### config.mk
export PLATFORM = sky130hd
export DESIGN_NAME = patch_column_post_blitter
export DESIGN_NICKNAME = d
export VERILOG_FILES = /design/src/rtl/pcpb_pkg.sv /design/src/rtl/pcpb_cfg_regs.sv /design/src/rtl/pcpb_parser.sv /design/src/rtl/pcpb_addr_stage.sv /design/src/rtl/patch_column_post_blitter.sv
export SDC_FILE = /design/constraint.sdc
export NUM_CORES = 1
export LEC_CHECK = 0
export BUFFER_PORTS_ARGS = -buffer_cell sky130_fd_sc_hd__buf_4
export CAP_MARGIN = 25
export CORE_UTILIZATION = 47
export CTS_CLUSTER_SIZE = 30
export DETAILED_ROUTE_END_ITERATION = 7
export GPL_ROUTABILITY_DRIVEN = 0
export PLACE_DENSITY = 0.75
export REMOVE_ABC_BUFFERS = 1
export SLEW_MARGIN = 20
export SYNTH_ARGS = -nofsm -noshare
export SYNTH_HDL_FRONTEND = slang
export SYNTH_SLANG_ARGS = --single-unit
export TNS_END_PERCENT = 20
### constraint.sdc
create_clock -name clk -period 7.9 [get_ports clk]
set_input_delay 1.185 -clock clk [delete_from_list [all_inputs] [get_ports clk]]
set_output_delay 1.185 -clock clk [all_outputs]
set_load 0.01 [all_outputs]
### src/rtl/pcpb_pkg.sv
// ----------------------------------------------------------------------------
// pcpb_pkg
// Shared types and constants for the patch column post blitter.
// ----------------------------------------------------------------------------
package pcpb_pkg;

    // Screen size limits accepted by the fit check
    localparam int MAX_SCREEN_WIDTH  = 2048;
    localparam int MAX_SCREEN_HEIGHT = 2048;

    // Widths of row and column coordinates once the picture is known to fit
    localparam int ROW_W = $clog2(MAX_SCREEN_HEIGHT);
    localparam int COL_W = $clog2(MAX_SCREEN_WIDTH);

    localparam int CFG_DATA_W = 16;
    localparam int DIM_W      = 12;
    localparam int OFFSET_W   = 22;
    localparam int SCREEN_W   = 3;

    localparam logic [7:0]          END_OF_COLUMN    = 8'hFF;
    localparam logic [SCREEN_W-1:0] MAX_SCREEN_INDEX = 3'd4;

    // Configuration register indexes
    typedef enum logic [2:0] {
        REG_ORIGIN_X      = 3'd0,
        REG_ORIGIN_Y      = 3'd1,
        REG_PATCH_WIDTH   = 3'd2,
        REG_PATCH_HEIGHT  = 3'd3,
        REG_SCREEN_WIDTH  = 3'd4,
        REG_SCREEN_HEIGHT = 3'd5,
        REG_FLIP          = 3'd6,
        REG_SCREEN_INDEX  = 3'd7
    } cfg_reg_t;

    // Post parser phases
    typedef enum logic [2:0] {
        PH_TOP  = 3'd0,
        PH_LEN  = 3'd1,
        PH_PAD  = 3'd2,
        PH_PIX  = 3'd3,
        PH_TAIL = 3'd4
    } phase_t;

    // Configuration as seen by the datapath
    typedef struct packed {
        logic signed [15:0]    origin_x;
        logic signed [15:0]    origin_y;
        logic [DIM_W-1:0]      patch_width;
        logic [DIM_W-1:0]      patch_height;
        logic [DIM_W-1:0]      screen_width;
        logic [DIM_W-1:0]      screen_height;
        logic                  flip;
        logic [SCREEN_W-1:0]   screen_index;
        logic                  fits;
    } cfg_t;

    // One pixel write request between parser and address stage
    typedef struct packed {
        logic [ROW_W-1:0]    row;
        logic [COL_W-1:0]    col;
        logic [7:0]          value;
        logic [SCREEN_W-1:0] screen;
    } pix_req_t;

endpackage

### src/rtl/pcpb_cfg_regs.sv
// ----------------------------------------------------------------------------
// pcpb_cfg_regs
// Configuration registers and the picture fit check.
// ----------------------------------------------------------------------------
module pcpb_cfg_regs
    import pcpb_pkg::*;
(
    input  logic                  clk,
    input  logic                  rst_n,
    input  logic                  cfg_we,
    input  logic [2:0]            cfg_index,
    input  logic [CFG_DATA_W-1:0] cfg_data,
    output cfg_t                  cfg
);

    logic signed [15:0]  origin_x_reg;
    logic signed [15:0]  origin_y_reg;
    logic [DIM_W-1:0]    patch_width_reg;
    logic [DIM_W-1:0]    patch_height_reg;
    logic [DIM_W-1:0]    screen_width_reg;
    logic [DIM_W-1:0]    screen_height_reg;
    logic                flip_reg;
    logic [SCREEN_W-1:0] screen_index_reg;

    logic [15:0] right_edge;
    logic [15:0] bottom_edge;
    logic        fits;

    // Write the addressed register
    always_ff @(posedge clk or negedge rst_n)
    begin
        if (!rst_n)
        begin
            origin_x_reg      <= '0;
            origin_y_reg      <= '0;
            patch_width_reg   <= '0;
            patch_height_reg  <= '0;
            screen_width_reg  <= DIM_W'(320);
            screen_height_reg <= DIM_W'(200);
            flip_reg          <= 1'b0;
            screen_index_reg  <= '0;
        end
        else if (cfg_we)
        begin
            case (cfg_reg_t'(cfg_index))
                REG_ORIGIN_X:      origin_x_reg      <= cfg_data;
                REG_ORIGIN_Y:      origin_y_reg      <= cfg_data;
                REG_PATCH_WIDTH:   patch_width_reg   <= cfg_data[DIM_W-1:0];
                REG_PATCH_HEIGHT:  patch_height_reg  <= cfg_data[DIM_W-1:0];
                REG_SCREEN_WIDTH:  screen_width_reg  <= cfg_data[DIM_W-1:0];
                REG_SCREEN_HEIGHT: screen_height_reg <= cfg_data[DIM_W-1:0];
                REG_FLIP:          flip_reg          <= cfg_data[0];
                REG_SCREEN_INDEX:  screen_index_reg  <= cfg_data[SCREEN_W-1:0];
                default:           ;
            endcase
        end
    end

    // Check that the whole picture lands on a valid screen
    always_comb
    begin
        right_edge  = {1'b0, origin_x_reg[14:0]} + {4'b0, patch_width_reg};
        bottom_edge = {1'b0, origin_y_reg[14:0]} + {4'b0, patch_height_reg};
        fits = 1'b1;
        if (screen_index_reg > MAX_SCREEN_INDEX)
            fits = 1'b0;
        if ({1'b0, screen_width_reg} > 13'(MAX_SCREEN_WIDTH))
            fits = 1'b0;
        if ({1'b0, screen_height_reg} > 13'(MAX_SCREEN_HEIGHT))
            fits = 1'b0;
        if (origin_x_reg[15] || origin_y_reg[15])
            fits = 1'b0;
        if (right_edge > {4'b0, screen_width_reg})
            fits = 1'b0;
        if (bottom_edge > {4'b0, screen_height_reg})
            fits = 1'b0;
    end

    assign cfg.origin_x      = origin_x_reg;
    assign cfg.origin_y      = origin_y_reg;
    assign cfg.patch_width   = patch_width_reg;
    assign cfg.patch_height  = patch_height_reg;
    assign cfg.screen_width  = screen_width_reg;
    assign cfg.screen_height = screen_height_reg;
    assign cfg.flip          = flip_reg;
    assign cfg.screen_index  = screen_index_reg;
    assign cfg.fits          = fits;

endmodule

### src/rtl/pcpb_parser.sv
// ----------------------------------------------------------------------------
// pcpb_parser
// Post stream parser: tracks column, post row and byte count, and turns
// each visible pixel byte into a registered pixel request.
// ----------------------------------------------------------------------------
module pcpb_parser
    import pcpb_pkg::*;
(
    input  logic       clk,
    input  logic       rst_n,
    input  cfg_t       cfg,
    input  logic       in_valid,
    output logic       in_stall,
    input  logic [7:0] data_byte,
    input  logic       patch_start,
    output logic       req_valid,
    output pix_req_t   req,
    input  logic       req_take
);

    phase_t           phase_reg,      phase_next;
    logic [DIM_W-1:0] col_reg,        col_next;
    logic [DIM_W-1:0] post_row_reg,   post_row_next;
    logic [7:0]       bytes_left_reg, bytes_left_next;
    logic             req_valid_reg,  req_valid_next;
    pix_req_t         req_reg,        req_next;

    logic             accept;
    phase_t           eff_phase;
    logic [DIM_W-1:0] eff_col;
    logic [7:0]       bytes_dec;
    logic [15:0]      row_full;
    logic [15:0]      col_full;
    logic             pix_hit;

    // Stall only when the request slot is full and cannot drain
    assign in_stall = req_valid_reg && !req_take;
    assign accept   = in_valid && !in_stall;

    // A new picture restarts the column count and the post phase
    assign eff_phase = patch_start ? PH_TOP : phase_reg;
    assign eff_col   = patch_start ? '0 : col_reg;
    assign bytes_dec = bytes_left_reg - 8'd1;

    // Next state of the parser
    always_comb
    begin
        phase_next      = phase_reg;
        col_next        = col_reg;
        post_row_next   = post_row_reg;
        bytes_left_next = bytes_left_reg;
        if (accept)
        begin
            col_next   = eff_col;
            phase_next = eff_phase;
            case (eff_phase)
                PH_LEN:
                begin
                    bytes_left_next = data_byte;
                    phase_next      = PH_PAD;
                end
                PH_PAD:
                begin
                    phase_next = (bytes_left_reg != 8'd0) ? PH_PIX : PH_TAIL;
                end
                PH_PIX:
                begin
                    post_row_next   = post_row_reg + DIM_W'(1);
                    bytes_left_next = bytes_dec;
                    if (bytes_dec == 8'd0)
                        phase_next = PH_TAIL;
                end
                PH_TAIL:
                begin
                    phase_next = PH_TOP;
                end
                default:
                begin
                    if (data_byte == END_OF_COLUMN)
                    begin
                        if (eff_col < cfg.patch_width)
                            col_next = eff_col + DIM_W'(1);
                        phase_next = PH_TOP;
                    end
                    else
                    begin
                        post_row_next = {4'b0, data_byte};
                        phase_next    = PH_LEN;
                    end
                end
            endcase
        end
    end

    // Screen position of the current pixel byte and the request it makes
    always_comb
    begin
        row_full = {1'b0, cfg.origin_y[14:0]} + {4'b0, post_row_reg};
        if (cfg.flip)
            col_full = 16'({1'b0, cfg.origin_x[14:0]} + {4'b0, cfg.patch_width}
                           - 16'd1 - {4'b0, eff_col});
        else
            col_full = 16'({1'b0, cfg.origin_x[14:0]} + {4'b0, eff_col});

        pix_hit = accept && (eff_phase == PH_PIX) && cfg.fits
                  && (eff_col < cfg.patch_width)
                  && (row_full < {4'b0, cfg.screen_height});

        req_next.row    = row_full[ROW_W-1:0];
        req_next.col    = col_full[COL_W-1:0];
        req_next.value  = data_byte;
        req_next.screen = cfg.screen_index;

        if (pix_hit)
            req_valid_next = 1'b1;
        else if (req_take)
            req_valid_next = 1'b0;
        else
            req_valid_next = req_valid_reg;
    end

    // Advance parser state and request flag
    always_ff @(posedge clk or negedge rst_n)
    begin
        if (!rst_n)
        begin
            phase_reg      <= PH_TOP;
            col_reg        <= '0;
            post_row_reg   <= '0;
            bytes_left_reg <= '0;
            req_valid_reg  <= 1'b0;
        end
        else
        begin
            phase_reg      <= phase_next;
            col_reg        <= col_next;
            post_row_reg   <= post_row_next;
            bytes_left_reg <= bytes_left_next;
            req_valid_reg  <= req_valid_next;
        end
    end

    // Hold the request payload until a new pixel replaces it
    always_ff @(posedge clk)
    begin
        if (pix_hit)
            req_reg <= req_next;
    end

    assign req_valid = req_valid_reg;
    assign req       = req_reg;

`ifndef SYNTH
    a_len_then_pad: assert property (@(posedge clk) disable iff (!rst_n)
        (accept && eff_phase == PH_LEN) |=> (phase_reg == PH_PAD))
        else $error("length byte not followed by pad phase");

    a_pix_has_bytes: assert property (@(posedge clk) disable iff (!rst_n)
        (phase_reg == PH_PIX) |-> (bytes_left_reg != 8'd0))
        else $error("pixel phase entered with no bytes left");
`endif

endmodule

### src/rtl/pcpb_addr_stage.sv
// ----------------------------------------------------------------------------
// pcpb_addr_stage
// Forms the framebuffer offset row * screen_width + column and holds the
// pixel write in the output register.
// ----------------------------------------------------------------------------
module pcpb_addr_stage
    import pcpb_pkg::*;
(
    input  logic                clk,
    input  logic                rst_n,
    input  cfg_t                cfg,
    input  logic                req_valid,
    input  pix_req_t            req,
    output logic                req_take,
    output logic                out_valid,
    input  logic                out_stall,
    output logic [OFFSET_W-1:0] pixel_offset,
    output logic [7:0]          pixel_value,
    output logic [SCREEN_W-1:0] target_screen
);

    localparam int PROD_W = ROW_W + DIM_W;

    logic                out_valid_reg, out_valid_next;
    logic [OFFSET_W-1:0] offset_reg,    offset_next;
    logic [7:0]          value_reg;
    logic [SCREEN_W-1:0] screen_reg;
    logic [PROD_W-1:0]   product;
    logic                load;

    // Output register is free when empty or being drained
    assign req_take = !out_valid_reg || !out_stall;
    assign load     = req_take && req_valid;

    // Multiply-add for the pixel offset
    always_comb
    begin
        product        = PROD_W'(req.row) * PROD_W'(cfg.screen_width);
        offset_next    = OFFSET_W'(product + PROD_W'(req.col));
        out_valid_next = req_take ? req_valid : out_valid_reg;
    end

    always_ff @(posedge clk or negedge rst_n)
    begin
        if (!rst_n)
            out_valid_reg <= 1'b0;
        else
            out_valid_reg <= out_valid_next;
    end

    // Capture the write when the slot advances
    always_ff @(posedge clk)
    begin
        if (load)
        begin
            offset_reg <= offset_next;
            value_reg  <= req.value;
            screen_reg <= req.screen;
        end
    end

    assign out_valid     = out_valid_reg;
    assign pixel_offset  = offset_reg;
    assign pixel_value   = value_reg;
    assign target_screen = screen_reg;

endmodule

### src/rtl/patch_column_post_blitter.sv
// ----------------------------------------------------------------------------
// patch_column_post_blitter
// Turns the column post bytes of a masked picture into pixel writes.
// ----------------------------------------------------------------------------
// Usage:
//   Input channel (in_valid / in_stall): one picture byte per request in
//   column order; patch_start marks the first byte of a picture.
//   Output channel (out_valid / out_stall): one pixel write per visible
//   pixel byte: framebuffer offset, palette index and screen number.
//   Configuration (cfg_we / cfg_index / cfg_data): origin, picture and
//   screen sizes, flip and screen number; write only while idle.
// Timing:
//   One byte is taken every cycle while in_stall is low. The clock edge that
//   takes a pixel byte registers a request in the parser; the output
//   register then loads the offset multiply-add from that request and
//   shows the write on out_valid.
//   Bytes that make no pixel pass without any output request.
// Reset:
//   Parser returns to expecting a top row byte, column count cleared,
//   registers to their defaults (screen 320 x 200), no write pending.
// Back-pressure:
//   While out_stall is high the write is held; in_stall rises only when
//   both the request slot and the output register are full.
// ----------------------------------------------------------------------------
module patch_column_post_blitter
    import pcpb_pkg::*;
(
    input  logic                  clk,
    input  logic                  rst_n,
    input  logic                  cfg_we,
    input  logic [2:0]            cfg_index,
    input  logic [CFG_DATA_W-1:0] cfg_data,
    input  logic                  in_valid,
    output logic                  in_stall,
    input  logic [7:0]            data_byte,
    input  logic                  patch_start,
    output logic                  out_valid,
    input  logic                  out_stall,
    output logic [OFFSET_W-1:0]   pixel_offset,
    output logic [7:0]            pixel_value,
    output logic [SCREEN_W-1:0]   target_screen
);

    cfg_t     cfg;
    logic     req_valid;
    pix_req_t req;
    logic     req_take;

    pcpb_cfg_regs u_cfg_regs (
        .clk       (clk),
        .rst_n     (rst_n),
        .cfg_we    (cfg_we),
        .cfg_index (cfg_index),
        .cfg_data  (cfg_data),
        .cfg       (cfg)
    );

    pcpb_parser u_parser (
        .clk         (clk),
        .rst_n       (rst_n),
        .cfg         (cfg),
        .in_valid    (in_valid),
        .in_stall    (in_stall),
        .data_byte   (data_byte),
        .patch_start (patch_start),
        .req_valid   (req_valid),
        .req         (req),
        .req_take    (req_take)
    );

    pcpb_addr_stage u_addr_stage (
        .clk           (clk),
        .rst_n         (rst_n),
        .cfg           (cfg),
        .req_valid     (req_valid),
        .req           (req),
        .req_take      (req_take),
        .out_valid     (out_valid),
        .out_stall     (out_stall),
        .pixel_offset  (pixel_offset),
        .pixel_value   (pixel_value),
        .target_screen (target_screen)
    );

`ifndef SYNTH
    a_stall_only_when_full: assert property (@(posedge clk) disable iff (!rst_n)
        in_stall |-> (req_valid && out_valid && out_stall))
        else $error("input stalled while pipeline can drain");

    a_screen_in_range: assert property (@(posedge clk) disable iff (!rst_n)
        out_valid |-> (target_screen <= MAX_SCREEN_INDEX))
        else $error("pixel write to a screen that does not exist");
`endif

endmodule
==> impl_results.md <==
- Startpoint types: flop
- Cell family with most CP delay: adder cells
- Power per standard cell area: 371.4 mW/mm^2
- PortBufs: 67
- Synth Area in Compound Gates: 11.16%
- Total core area: 0.03262 mm^2
- Post-cts hold buffer count: 0
- Fin Setup TNS: 0 ns
- Clk_skew: 0.01899 ns
- CP max-delay cell: dfstp_2
- Worst-Margin Slew: 1.044 ns
- IO Pins: 68
- Worst Path Required: 8.11 ns
- # fillers: 2798
- Static leakage: 7.958 nW
- Final Hold Viols: 0
- Total of max-cap violations: 0
- FF+latch count, synth: 187
- TritonCTS Buffers: 17
- Post-synth ARST share: 64.71%
- Netlist cell types: 69
- Hold endpoint: u_addr_stage.pixel_value[2]
- Worst-case clock buffer depth: 2
- Initial core utilization: 47.88%
- Sequential share of power: 23.2%
- Int Pwr: 3.560 mW
- Routed WL: 36.86 mm
- Via count: 11727
- Most frequent cells in the layout: inv_1 (212), nand2_1 (167), ha_1 (165), dfrtp_1 (116), fa_1 (104)
- CTS sink cnt: 187
- Period minus WS final: 5.831 ns
- Post_cts resized: 0
- Buffers plus inverters on the worst setup path: 3
- Synthesis-to-finish area growth: 10.29%
- Clk pwr share: 13.9%
- Post-Synth Adder-Cell Area: 26.61%
- Ant. Diodes: 0
- Syn avg cell area: 9.706 um^2
- Kind of critical path: flop to flop
- Root Buffer: clkbuf_16
- Initial antenna violation count: 2
- Clock latency on the worst-skew pair: 0.46 ns
- Most numerous cell on the critical path: fa_1
- Post-synth EDFFs: 66
- Finished Core Util: 52.80%
- VDD IR-drop max: 0.0003599 V
- Worst r2r path cells: 17
- Comb pwr share: 63.0%
- Synth Area in Simple Gates: 14.85%
- R2r setup slk: 2.07 ns
- Grt ovf: 0
- Max stage delay on crit path: 0.65 ns
- Die height: 184.3 um
- Routed vias/inst: 5.555
- P_sw: 2.837 mW
- H-tree level count: 4
- Slew Limit Fails: 0
- R2r startpoint: u_cfg_regs.screen_width_reg[6]
- Switching Fraction: 44.35%
- Prevailing post-synth register cell: dfrtp_1
- Die Footprint: 0.03396 mm^2
- Worst Hold Depth: 0
- F_max: 0.1715 GHz
- Max FFs per register: 33
- Largest net degree at the start of global routing: 74
- Final setup viols: 0
- TritonRoute pass-1 iters: 5
- Fin crit share: 73.81%
- Wirelength per Cell: 17.46 um
- Synthesized cell area: 0.01562 mm^2
- DRC viols: 0
- DP HPWL: 29.09 mm
- Final #Nets: 1958
- CTS tree: yes
- Largest family of logic cells by synthesized area: adder cells
- Xor/xnor share of the synthesized area: 4.318%
- Synth warnings: 0
- Postcts setup bufs: 0
- Die span in x: 184.3 um
- Post-synthesis mux area share: 4.647%
- Starting DRC count in detailed routing: 755
- Max FO, Critical Path: 13
- Vias in the first global route: 11800
- Seq/Total Area, Yosys: 32.12%
- Worst-path cell chain: nand2_1 -> fa_1 -> fa_1 -> fa_1 -> inv_1 -> fa_1 -> inv_1 -> fa_1 -> inv_1 -> ha_1 -> or3_1 -> o21ai_0 -> o311a_1 -> o21ai_0 -> a31o_2 -> a21oi_1 -> xnor2_1
- Remaining antenna violation count after routing: 0
- Total Routing Usage GR: 22.80%
- Clock transition at path regs: 0.08 ns
- Critical path data arrival time: 6.04 ns
- Post-Synthesis Cells: 1609
- Worst min-delay path startpoint: u_parser.req[5]
- Layout cells sized above 1: 11.32%
- FP Rows: 66
- Reg2reg end: u_addr_stage.pixel_offset[20]
- Min Hold Slack: 0.4272 ns
- Most common cell after layout, fill and taps aside: inv_1
- RSZ-0062 raised after global routing: no
- Hold Crit Class: flop to flop
- Setup crit start: u_cfg_regs.screen_width_reg[6]
- Setup crit end kind: flop
- First-pass GRT wire length: 60.16 mm
- Worst slew margin: 30.35%
- Status: completed
[kinds of logic (layout without fill, tap and decap cells)]
logic type	count (synthesis)	count (layout)
and+or+nand+nor	473	473
muxes	65	65
AOI/OAI and AO/OA	277	277
adders and majority gates	270	270
xor gates and xnor gates	77	77
buffers and inverters	260	320
DFF	187	187
[synthesized netlist by cell type (16+ instances only)]
| cell | number | area [um^2] |
|---|---|---|
| a21o_1 | 18 | 135.1 |
| a21oi_1 | 72 | 360.4 |
| and2_1 | 64 | 400.4 |
| clkbuf_1 | 43 | 161.4 |
| dfrtp_1 | 116 | 2903 |
| edfxtp_1 | 66 | 1982 |
| fa_1 | 104 | 2082 |
| ha_1 | 165 | 2064 |
| inv_1 | 212 | 795.8 |
| mux2_2 | 60 | 675.7 |
| nand2_1 | 167 | 626.9 |
| nand2b_1 | 18 | 112.6 |
| nand3_1 | 19 | 95.09 |
| nand4_1 | 19 | 118.9 |
| nor2_1 | 85 | 319.1 |
| nor2b_1 | 16 | 100.1 |
| nor3_1 | 27 | 135.1 |
| o21ai_0 | 83 | 415.4 |
| xnor2_1 | 50 | 437.9 |
| xor2_1 | 27 | 236.5 |
[per-layer routing]
| layer | part of all wire, % | GRT usage, % |
|---|---|---|
| met2 | 47 | 37.35 |
| met5 | 0.073 | 0 |
| met1 | 43 | 29.40 |
| met4 | 3.5 | 9.900 |
| met3 | 6.2 | 4.307 |
[metrics by stage]
step / setup slack [ns] / power, mW / instance area [um^2] / cells
3_3_place_gp: 2.302 / 5.264 / 16590 / 2078
3_5_place_dp: 2.126 / 5.478 / 16590 / 2078
6_report: 2.069 / 6.397 / 17220 / 2111
2_1_floorplan: 0.8761 / 4.620 / 15430 / 1561
5_1_grt: 1.774 / 7.025 / 17220 / 2111
4_1_cts: 2.119 / 6.389 / 17200 / 2110
[worst register-to-register path: cells and delay by family, from the launching register on]
kind,cells,cell delay (ns)
adder cells (fa/ha/maj),6,2.76
XOR/XNOR,1,0.09
AND/OR/NAND/NOR,2,0.50
buffers and inverters,3,0.14
AO/OA/AOI/OAI,5,1.42
flip-flops,1,0.65
[worst max path at each step]
stage,to,slack (ns),depth (start not counted)
finish,u_addr_stage.pixel_offset[20],2.07,17
CTS,u_addr_stage.pixel_offset[20],2.12,17
global placement,u_addr_stage.pixel_offset[20],2.30,17
floorplan,u_parser.req[0],0.88,15
detailed placement,u_addr_stage.pixel_offset[20],2.13,17
global route,u_addr_stage.pixel_offset[20],1.77,17
[cell type report]
class	instances	area (um^2)	area share, %
inverter	212	795.8	4.620
multi-input combinational	1162	9663	56.10
clock buffer	17	425.4	2.470
clock inverter	15	180.2	1.046
sequential	187	5016	29.12
tap	442	553.0	3.211
timing repair buffer	76	590.6	3.429
[power by group through the flow]
stage / sequential (mW) / combinational, mW / clock [mW]
2_1_floorplan: 1.44 / 3.18 / 0
3_3_place_gp: 1.49 / 3.78 / 0
3_5_place_dp: 1.50 / 3.98 / 0
4_1_cts: 1.48 / 4.01 / 0.902
5_1_grt: 1.50 / 4.59 / 0.940
6_report: 1.48 / 4.03 / 0.887
Power figures use the tool's default switching activity.
